`config.mk`:
```
export PLATFORM = sky130hd
export DESIGN_NAME = next_fit_slot_allocator_unit
export DESIGN_NICKNAME = d
export VERILOG_FILES = /design/src/nfsa_pkg.sv /design/src/nfsa_ctrl.sv /design/src/nfsa_dpath.sv /design/src/next_fit_slot_allocator_unit.sv
export SDC_FILE = /design/constraint.sdc
export NUM_CORES = 2
export LEC_CHECK = 0
export BUFFER_PORTS_ARGS = -buffer_cell sky130_fd_sc_hd__buf_4
export CAP_MARGIN = 40
export CORE_ASPECT_RATIO = 2
export CORE_UTILIZATION = 45
export DETAILED_ROUTE_END_ITERATION = 10
export GPL_TIMING_DRIVEN = 0
export PLACE_DENSITY = 0.58
export SLEW_MARGIN = 20
export SYNTH_ARGS = -nofsm -noshare
export SYNTH_HDL_FRONTEND = slang
export SYNTH_SLANG_ARGS = --single-unit
```
`constraint.sdc`:
```
create_clock -name clk -period 6.15 [get_ports clk]
set_input_delay 1.23 -clock clk [delete_from_list [all_inputs] [get_ports clk]]
set_output_delay 1.23 -clock clk [all_outputs]
set_load 0.05 [all_outputs]
```
`src/nfsa_pkg.sv`:
```
// Package for the next-fit slot allocator.
// Holds the request and result types, status and request codes, and the bitmap helpers.
// No dependencies.
`default_nettype none

package nfsa_pkg;

    localparam int SLOTS       = 1024;
    localparam int WORD_BITS   = 32;
    localparam int WORDS       = SLOTS / WORD_BITS;
    localparam int IDX_W       = 10;
    localparam int CNT_W       = 11;
    localparam int WIDX_W      = $clog2(WORDS);
    localparam int BIDX_W      = $clog2(WORD_BITS);
    localparam int NW_W        = CNT_W - BIDX_W;

    localparam logic [1:0] ST_OK      = 2'd0;
    localparam logic [1:0] ST_FULL    = 2'd1;
    localparam logic [1:0] ST_RANGE   = 2'd2;
    localparam logic [1:0] ST_ALREADY = 2'd3;

    localparam logic REQ_ALLOC = 1'b0;
    localparam logic REQ_FREE  = 1'b1;

    typedef struct packed {
        logic             req_type;
        logic [IDX_W-1:0] slot_index;
    } nfsa_req_t;

    typedef struct packed {
        logic [1:0]       status;
        logic [IDX_W-1:0] granted_index;
        logic [CNT_W-1:0] free_count;
        logic             pool_full;
        logic             pool_empty;
    } nfsa_rsp_t;

    typedef struct packed {
        logic accept;
        logic chk;
        logic srch;
        logic load_rsp;
    } nfsa_cmd_t;

    typedef struct packed {
        logic need_search;
        logic rsp_free;
    } nfsa_sts_t;

    function automatic logic [CNT_W-1:0] eff_size(input logic [CNT_W-1:0] v);
        logic [CNT_W-1:0] r;
        r = v;
        if (v == '0)
        begin
            r = CNT_W'(1);
        end
        else if (v > CNT_W'(SLOTS))
        begin
            r = CNT_W'(SLOTS);
        end
        return r;
    endfunction

    function automatic logic [BIDX_W-1:0] ffs_word(input logic [WORD_BITS-1:0] v);
        logic [BIDX_W-1:0] r;
        r = '0;
        for (int i = WORD_BITS - 1; i >= 0; i--)
        begin
            if (v[i])
            begin
                r = BIDX_W'(i);
            end
        end
        return r;
    endfunction

    function automatic logic [WIDX_W-1:0] ffs_summary(input logic [WORDS-1:0] v);
        logic [WIDX_W-1:0] r;
        r = '0;
        for (int i = WORDS - 1; i >= 0; i--)
        begin
            if (v[i])
            begin
                r = WIDX_W'(i);
            end
        end
        return r;
    endfunction

    // bits of word w that lie below the active size n
    function automatic logic [WORD_BITS-1:0] act_mask(input logic [WIDX_W-1:0] w,
                                                      input logic [CNT_W-1:0]  n);
        logic [NW_W-1:0]      nw;
        logic [BIDX_W-1:0]    nr;
        logic [WORD_BITS-1:0] m;
        nw = n[CNT_W-1:BIDX_W];
        nr = n[BIDX_W-1:0];
        if (NW_W'(w) < nw)
        begin
            m = '1;
        end
        else if (NW_W'(w) == nw)
        begin
            m = (WORD_BITS'(1) << nr) - WORD_BITS'(1);
        end
        else
        begin
            m = '0;
        end
        return m;
    endfunction

    function automatic logic [WORDS-1:0] summary_init(input logic [CNT_W-1:0] n);
        logic [WORDS-1:0] s;
        s = '0;
        for (int i = 0; i < WORDS; i++)
        begin
            s[i] = |act_mask(WIDX_W'(i), n);
        end
        return s;
    endfunction

endpackage

`default_nettype wire

```
`src/nfsa_ctrl.sv`:
```
// Controller for the next-fit slot allocator: request sequencing state machine.
// Depends on nfsa_pkg for the command and status structs.
`default_nettype none

module nfsa_ctrl
    import nfsa_pkg::*;
(
    input  wire logic      clk,
    input  wire logic      rst_n,
    input  wire logic      req_valid,
    output logic           req_stall,
    input  wire nfsa_sts_t sts,
    output nfsa_cmd_t      cmd
);

    localparam logic [1:0] S_IDLE = 2'd0;
    localparam logic [1:0] S_CHK  = 2'd1;
    localparam logic [1:0] S_SRCH = 2'd2;
    localparam logic [1:0] S_RESP = 2'd3;

    logic [1:0] state_reg;
    logic [1:0] state_next;

    always_comb
    begin
        state_next = state_reg;
        cmd        = '0;
        req_stall  = 1'b1;
        unique case (state_reg)
            S_IDLE:
            begin
                req_stall = 1'b0;
                if (req_valid)
                begin
                    cmd.accept = 1'b1;
                    state_next = S_CHK;
                end
            end
            S_CHK:
            begin
                cmd.chk    = 1'b1;
                state_next = sts.need_search ? S_SRCH : S_RESP;
            end
            S_SRCH:
            begin
                cmd.srch   = 1'b1;
                state_next = S_RESP;
            end
            S_RESP:
            begin
                if (sts.rsp_free)
                begin
                    cmd.load_rsp = 1'b1;
                    state_next   = S_IDLE;
                end
            end
            default:
            begin
                state_next = S_IDLE;
            end
        endcase
    end

    always_ff @(posedge clk or negedge rst_n)
    begin
        if (!rst_n)
        begin
            state_reg <= S_IDLE;
        end
        else
        begin
            state_reg <= state_next;
        end
    end

endmodule

`default_nettype wire

```
`src/nfsa_dpath.sv`:
```
// Datapath for the next-fit slot allocator: free bitmap, summary vector, counters, result register.
// Depends on nfsa_pkg; driven by commands from nfsa_ctrl.
`default_nettype none

module nfsa_dpath
    import nfsa_pkg::*;
(
    input  wire logic             clk,
    input  wire logic             rst_n,
    input  wire nfsa_req_t        req,
    input  wire logic             rsp_stall,
    output logic                  rsp_valid,
    output nfsa_rsp_t             rsp,
    input  wire logic             cfg_wr_en,
    input  wire logic [CNT_W-1:0] cfg_wr_data,
    input  wire nfsa_cmd_t        cmd,
    output nfsa_sts_t             sts
);

    logic [WORD_BITS-1:0] mem [WORDS];
    logic [WORD_BITS-1:0] mem_q_reg;
    logic                 rv_q_reg;
    logic [WORDS-1:0]     row_valid_reg;
    logic [WORDS-1:0]     row_valid_next;

    logic [CNT_W-1:0]     n_reg;
    logic [CNT_W-1:0]     n_next;
    logic [CNT_W-1:0]     total_reg;
    logic [CNT_W-1:0]     total_next;
    logic [IDX_W-1:0]     cursor_reg;
    logic [IDX_W-1:0]     cursor_next;
    logic [WORDS-1:0]     summary_reg;
    logic [WORDS-1:0]     summary_next;
    logic                 rsp_valid_reg;
    logic                 rsp_valid_next;

    nfsa_req_t            op_reg;
    logic [IDX_W-1:0]     start_reg;
    logic [WIDX_W-1:0]    word2_reg;
    logic [1:0]           res_status_reg;
    logic [IDX_W-1:0]     res_grant_reg;
    nfsa_rsp_t            rsp_reg;

    logic [IDX_W-1:0]     start_calc;
    logic [CNT_W-1:0]     cursor_inc;
    logic [CNT_W-1:0]     cfg_eff;

    logic                 rd_en;
    logic [WIDX_W-1:0]    rd_addr;
    logic                 wr_en;
    logic [WIDX_W-1:0]    wr_addr;
    logic [WORD_BITS-1:0] wr_data;

    logic [WORD_BITS-1:0] rword;
    logic [WIDX_W-1:0]    ws;
    logic [BIDX_W-1:0]    bs;
    logic [WORD_BITS-1:0] m1;
    logic                 hit1;
    logic [BIDX_W-1:0]    b1;
    logic [WORD_BITS-1:0] hi;
    logic [WIDX_W-1:0]    w2;
    logic [WORD_BITS-1:0] m2;
    logic [BIDX_W-1:0]    b2;
    logic [WIDX_W-1:0]    fw;
    logic [BIDX_W-1:0]    fb;
    logic                 out_of_range;

    assign cursor_inc = {1'b0, cursor_reg} + CNT_W'(1);
    assign start_calc = (cursor_inc == n_reg) ? '0 : cursor_inc[IDX_W-1:0];
    assign cfg_eff    = eff_size(cfg_wr_data);

    assign rword = rv_q_reg ? mem_q_reg : '1;

    assign ws   = start_reg[IDX_W-1:BIDX_W];
    assign bs   = start_reg[BIDX_W-1:0];
    assign m1   = rword & ({WORD_BITS{1'b1}} << bs) & act_mask(ws, n_reg);
    assign hit1 = |m1;
    assign b1   = ffs_word(m1);

    assign hi = (({WORD_BITS{1'b1}} << ws) << 1) & summary_reg;
    assign w2 = (hi != '0) ? ffs_summary(hi) : ffs_summary(summary_reg);

    assign m2 = rword & act_mask(word2_reg, n_reg);
    assign b2 = ffs_word(m2);

    assign fw           = op_reg.slot_index[IDX_W-1:BIDX_W];
    assign fb           = op_reg.slot_index[BIDX_W-1:0];
    assign out_of_range = {1'b0, op_reg.slot_index} >= n_reg;

    assign sts.need_search = (op_reg.req_type == REQ_ALLOC) && (total_reg != '0) && !hit1;
    assign sts.rsp_free    = !rsp_valid_reg || !rsp_stall;

    always_comb
    begin
        rd_en          = 1'b0;
        rd_addr        = '0;
        wr_en          = 1'b0;
        wr_addr        = '0;
        wr_data        = rword;
        n_next         = n_reg;
        total_next     = total_reg;
        cursor_next    = cursor_reg;
        summary_next   = summary_reg;
        row_valid_next = row_valid_reg;
        rsp_valid_next = rsp_valid_reg;

        if (rsp_valid_reg && !rsp_stall)
        begin
            rsp_valid_next = 1'b0;
        end
        if (cmd.load_rsp)
        begin
            rsp_valid_next = 1'b1;
        end

        if (cmd.accept)
        begin
            rd_en   = 1'b1;
            rd_addr = (req.req_type == REQ_ALLOC) ? start_calc[IDX_W-1:BIDX_W]
                                                  : req.slot_index[IDX_W-1:BIDX_W];
        end

        if (cmd.chk)
        begin
            if (op_reg.req_type == REQ_ALLOC)
            begin
                if (total_reg != '0)
                begin
                    if (hit1)
                    begin
                        wr_en            = 1'b1;
                        wr_addr          = ws;
                        wr_data          = rword & ~(WORD_BITS'(1) << b1);
                        summary_next[ws] = |(wr_data & act_mask(ws, n_reg));
                        total_next       = total_reg - CNT_W'(1);
                        cursor_next      = {ws, b1};
                    end
                    else
                    begin
                        rd_en   = 1'b1;
                        rd_addr = w2;
                    end
                end
            end
            else if (!out_of_range && !rword[fb])
            begin
                wr_en            = 1'b1;
                wr_addr          = fw;
                wr_data          = rword | (WORD_BITS'(1) << fb);
                summary_next[fw] = 1'b1;
                total_next       = total_reg + CNT_W'(1);
            end
        end

        if (cmd.srch)
        begin
            wr_en                   = 1'b1;
            wr_addr                 = word2_reg;
            wr_data                 = rword & ~(WORD_BITS'(1) << b2);
            summary_next[word2_reg] = |(wr_data & act_mask(word2_reg, n_reg));
            total_next              = total_reg - CNT_W'(1);
            cursor_next             = {word2_reg, b2};
        end

        if (wr_en)
        begin
            row_valid_next[wr_addr] = 1'b1;
        end

        // reinitialise the pool
        if (cfg_wr_en)
        begin
            n_next         = cfg_eff;
            total_next     = cfg_eff;
            cursor_next    = '0;
            summary_next   = summary_init(cfg_eff);
            row_valid_next = '0;
        end
    end

    always_ff @(posedge clk)
    begin
        if (wr_en)
        begin
            mem[wr_addr] <= wr_data;
        end
        if (rd_en)
        begin
            mem_q_reg <= mem[rd_addr];
            rv_q_reg  <= row_valid_reg[rd_addr];
        end
    end

    always_ff @(posedge clk or negedge rst_n)
    begin
        if (!rst_n)
        begin
            n_reg         <= CNT_W'(SLOTS);
            total_reg     <= CNT_W'(SLOTS);
            cursor_reg    <= '0;
            summary_reg   <= summary_init(CNT_W'(SLOTS));
            row_valid_reg <= '0;
            rsp_valid_reg <= 1'b0;
        end
        else
        begin
            n_reg         <= n_next;
            total_reg     <= total_next;
            cursor_reg    <= cursor_next;
            summary_reg   <= summary_next;
            row_valid_reg <= row_valid_next;
            rsp_valid_reg <= rsp_valid_next;
        end
    end

    always_ff @(posedge clk)
    begin
        if (cmd.accept)
        begin
            op_reg    <= req;
            start_reg <= start_calc;
        end
        if (cmd.chk)
        begin
            word2_reg     <= w2;
            res_grant_reg <= '0;
            if (op_reg.req_type == REQ_ALLOC)
            begin
                if (total_reg == '0)
                begin
                    res_status_reg <= ST_FULL;
                end
                else
                begin
                    res_status_reg <= ST_OK;
                    res_grant_reg  <= hit1 ? {ws, b1} : '0;
                end
            end
            else if (out_of_range)
            begin
                res_status_reg <= ST_RANGE;
            end
            else if (rword[fb])
            begin
                res_status_reg <= ST_ALREADY;
            end
            else
            begin
                res_status_reg <= ST_OK;
            end
        end
        if (cmd.srch)
        begin
            res_grant_reg <= {word2_reg, b2};
        end
        if (cmd.load_rsp)
        begin
            rsp_reg.status        <= res_status_reg;
            rsp_reg.granted_index <= res_grant_reg;
            rsp_reg.free_count    <= total_reg;
            rsp_reg.pool_full     <= (total_reg == '0);
            rsp_reg.pool_empty    <= (total_reg == n_reg);
        end
    end

    assign rsp_valid = rsp_valid_reg;
    assign rsp       = rsp_reg;

endmodule

`default_nettype wire

```
`src/next_fit_slot_allocator_unit.sv`:
```
// Top level of the next-fit slot allocator: joins the controller and the datapath.
// Depends on nfsa_pkg, nfsa_ctrl and nfsa_dpath.
//
//   channel   direction   handshake              payload
//   request   in          req_valid / req_stall  req  (nfsa_req_t)
//   result    out         rsp_valid / rsp_stall  rsp  (nfsa_rsp_t)
//   config    in          cfg_wr_en              cfg_wr_data (active_slots)
//
// One request at a time: a free, or an allocate that finds a slot in the word at the
// cursor, passes through the accept, check and response states; a search state is added
// when the summary vector picks another word. The bitmap memory is single-port with
// registered read.
// A result waits in the output register while rsp_stall is high; the next request is
// taken, and holds before its result only if the previous one is still unclaimed.
// Reset and configuration writes free every slot at once through per-row valid flags;
// no clearing pass.
`default_nettype none

module next_fit_slot_allocator_unit
    import nfsa_pkg::*;
(
    input  wire logic             clk,
    input  wire logic             rst_n,
    input  wire logic             req_valid,
    output logic                  req_stall,
    input  wire nfsa_req_t        req,
    output logic                  rsp_valid,
    input  wire logic             rsp_stall,
    output nfsa_rsp_t             rsp,
    input  wire logic             cfg_wr_en,
    input  wire logic [CNT_W-1:0] cfg_wr_data
);

    nfsa_cmd_t cmd;
    nfsa_sts_t sts;

    nfsa_ctrl u_ctrl (
        .clk       (clk),
        .rst_n     (rst_n),
        .req_valid (req_valid),
        .req_stall (req_stall),
        .sts       (sts),
        .cmd       (cmd)
    );

    nfsa_dpath u_dpath (
        .clk         (clk),
        .rst_n       (rst_n),
        .req         (req),
        .rsp_stall   (rsp_stall),
        .rsp_valid   (rsp_valid),
        .rsp         (rsp),
        .cfg_wr_en   (cfg_wr_en),
        .cfg_wr_data (cfg_wr_data),
        .cmd         (cmd),
        .sts         (sts)
    );

endmodule

`default_nettype wire
```
==> out/results.ini <==
[logic_synthesis]
synth.area.top_cells=edfxtp_1, nand2_1, mux2i_1, dfrtp_1, a21oi_1
synth-edff-count=1120
synth_area_mm2=0.0574
synth_nets=4991
synthSimpleGateAreaFrac_pct=15.5
synth_xor_area_share_pct=0.595
synth_adder_area_share_pct=0.671
yosysSeqAreaShare_pct=63.0
ys_warn_count=0
synthFlopType=edfxtp_1
synth_top_area_share_pct=58.6
avgSynthCellArea_um2=11.6
synth_mux_area_share_pct=3.97
yosysTopAreaCell=edfxtp_1
synth.ff_latch_count=1219
syn_inst=4934
netlist-cell-type-count=107
synth_top_family_by_area=simple AND/OR/NAND/NOR gates
async_flop_share_pct=8.12
synth-compound-area-share_pct=13.7

[worst_setup_path]
regToRegEndpoint=u_dpath.mem_q_reg[25]
crit_type=flop to flop
path_delay_family=simple AND/OR/NAND/NOR gates
crit_chain=clkbuf_1 > nor2b_2 > nor3_1 > or2_1 > nor4_4 > nand2_4 > buf_6 > nor4_4 > buf_6 > nand2b_4 > o22ai_2 > buf_6 > buf_4 > clkbuf_2 > nand3_4 > clkbuf_4 > o2bb2ai_1 > nor4_4 > nor4_2
cp_data_arrival_time_ns=6.70
timing.rr.start=u_dpath.rv_q_reg
worstSetupStartpointType=flop
setup.worst_path.start=u_dpath.rv_q_reg
reg2reg_depth=19
crit_required_ns=6.60
end_kind=flop
path_buf_inv=7
worst_path_max_delay_cell=nor2b_2
crit_fanout=10
reg2reg_slack_ns=-0.11
cpPeakStageDelay_ns=0.94

[global_routing]
overflow=0
grt_pass1_wl_mm=349
grt_pass1_vias=45600
grt_max_degree=67
track_usage_pct=39.6
antenna_found_initial=8

[placed_design]
place_area_mm2=0.0630
port_buffers=51
dp_hpwl_mm=192
place_ws_ns=-3.62
gp_congestion=1.09

[sta]
tightestPinTransition_ns=1.01
final-setup-viol-count=79
final_hold_viol_count=0
worst_clock_skew_ns=0.0593
finalMaxSlewViolations=0
finalSetupTns_ns=-2.74
worst_slack_ns=-0.106
rsz0062_at_grt=yes
finalCriticalPeriod_ns=6.26
max_freq_ghz=0.160
fin_crit_sh_pct=102
relSlewSlack_pct=32.7

[pwr]
p_int_uw=18100
ir_worst_vdd_uv=301
p_leak_uw=0.0251
powerDensity_mw_per_mm2=409
p_total_uw=29300
pwr-share-clk_pct=22.9
comb_power_share_pct=38.5
switching_share_pct=38.4
seqPwrFrac_pct=38.7
power.switching_uw=11300

[die]
fp.coreArea_mm2=0.127
io_pins=54
dieArea_mm2=0.129
die_x_um=255
fp-row-count=185
die_h_um=507
start_util_pct=45.3

[detailed_routing]
drc=0
wirelength_mm=255
ant_nets=0
vias=45600
wire_per_inst_um=35.3
drt_iter0_drc=4361
drtPass1Iterations=6
via_per_inst=6.33

[clocking]
clock_path_buffers=3
cts_tree=done
htree_levels=3
cts_buffers=105
root_buffer=clkbuf_16
clk_pin_slew_ns=0.07
insertion_delay_ns=0.77
cts-hold-fix-buffers=0
clkSinkCount=1219

[status]
violations=setup timing
run_status=finished, violations left

[layout]
largest_register_ffs=1024
layout-area-overhead-vs-synth_pct=24.8
nFillCells=10800
largest_register=u_dpath.mem
layout.nets=5488
final_util_pct=56.5
stdcell_area_mm2=0.0716
final_layout_size_suffix_gt1_share_pct=23.3

[run]
max_cap_violations=0

[hold_path]
hp-class=primary input to asynchronous set/reset pin

-- worst register-to-register path, delay by kind of cell (launching register included) --
kind / cells / cell delay (ns)
flops: 1 / 0.46
compound gates: 2 / 0.24
simple gates: 10 / 3.38
buf+inv: 7 / 1.84
-- power by group through the flow --
stage                     registers, uW  logic (uW)  clock network [uW]
after detailed placement          11500        9480                   0
after global placement            11700        8180                   0
after floorplan                   11600        4210                   0
after global routing              11400       11600                7030
final                             11300       11300                6710
after CTS                         11300       10400                6760
-- worst max-delay path by stage --
stage	endpoint	depth (start not counted)
2_1_floorplan	u_dpath.mem[28][0]	20
3_3_place_gp	u_dpath.mem[12][28]	20
3_5_place_dp	u_dpath.mem_q_reg[19]	21
4_1_cts	u_dpath.summary_reg[9]	23
5_1_grt	u_dpath.mem_q_reg[19]	29
6_report	u_dpath.mem_q_reg[25]	19
-- per-layer routing --
layer  up-vias  share of wire, %  track usage (%)
li1      19700                 -                -
met1     22700                30             35.7
met2      2173                53             71.4
met3       966               5.6             8.16
met4        10                12             38.5
met5         -             0.027                0
-- stage by stage --
stage | hold WS (ns) | cells
3_5_place_dp | 0.405 | 6817
2_1_floorplan | 0.400 | 4934
4_1_cts | 0.403 | 7111
3_3_place_gp | 0.410 | 6668
5_1_grt | 0.429 | 7203
6_report | 0.414 | 7206
-- area by class of cell --
cell class                 instances  area, um^2  area share, %
multi-input combinational       3350       23200           32.4
clock buffer                     126        2740           3.82
tap                             1683        2110           2.94
buffer                           304        1930           2.69
inverter                          50         195          0.272
antenna                            4        10.0         0.0140
clock inverter                    69         702          0.980
sequential                      1219       36200           50.5
timing repair buffer             401        4620           6.45
-- what timing repair did --
action / 4_1_cts / 5_1_grt
endpoints found under the setup margin: 2192 / 1173
cloned: 2 / 1
pin swaps: 86 / 99
gates resized for setup: 574 / 298
setup buffers: 105 / 84
-- synthesized netlist by cell type (30+ instances only) --
| master | count |
|---|---|
| and3_1 | 122 |
| nor2b_1 | 53 |
| o211ai_1 | 31 |
| clkbuf_1 | 244 |
| o22ai_1 | 87 |
| edfxtp_1 | 1120 |
| xnor2_1 | 31 |
| ha_1 | 30 |
| o2bb2ai_1 | 39 |
| buf_2 | 35 |
| nor4_1 | 98 |
| mux2_2 | 35 |
| mux2i_1 | 168 |
| a21o_1 | 42 |
| nor3_1 | 60 |
| inv_1 | 50 |
| dfrtp_1 | 65 |
| o21ai_0 | 174 |
| o31ai_1 | 33 |
| nand3_1 | 218 |
| nand2_1 | 849 |
| o32ai_1 | 39 |
| a31oi_1 | 100 |
| a211oi_1 | 70 |
| dfstp_2 | 34 |
| o21a_1 | 61 |
| nand2b_1 | 58 |
| nor2_1 | 273 |
| and2_1 | 62 |
| a21oi_1 | 255 |
-- kinds of logic (layout without fill, tap and decap cells) --
| family | after synthesis | in the layout |
|---|---|---|
| AND/OR/NAND/NOR | 1903 | 1903 |
| flip-flops | 1219 | 1219 |
| AO/OA/AOI/OAI | 1165 | 1165 |
| buffers and inverters | 365 | 950 |
| multiplexers | 212 | 212 |
| XOR/XNOR | 39 | 39 |
| adder cells (fa/ha/maj) | 31 | 31 |
| other | 0 | 4 |
-- placed cells by master, fill, tap and decap left out, types with 55 or more instances in the layout --
| cell | Yosys | layout |
|---|---|---|
| a211oi_1 | 70 | 60 |
| a21oi_1 | 255 | 213 |
| a31oi_1 | 100 | 93 |
| and2_1 | 62 | 59 |
| and3_1 | 122 | 122 |
| buf_12 | 0 | 61 |
| buf_4 | 7 | 258 |
| buf_6 | 4 | 56 |
| clkbuf_1 | 244 | 114 |
| clkbuf_16 | 0 | 112 |
| clkbuf_2 | 1 | 76 |
| dfrtp_1 | 65 | 65 |
| edfxtp_1 | 1120 | 1120 |
| mux2i_1 | 168 | 164 |
| nand2_1 | 849 | 832 |
| nand2b_1 | 58 | 55 |
| nand3_1 | 218 | 209 |
| nor2_1 | 273 | 224 |
| o21a_1 | 61 | 60 |
| o21ai_0 | 174 | 135 |
Power figures use the tool's default switching activity.
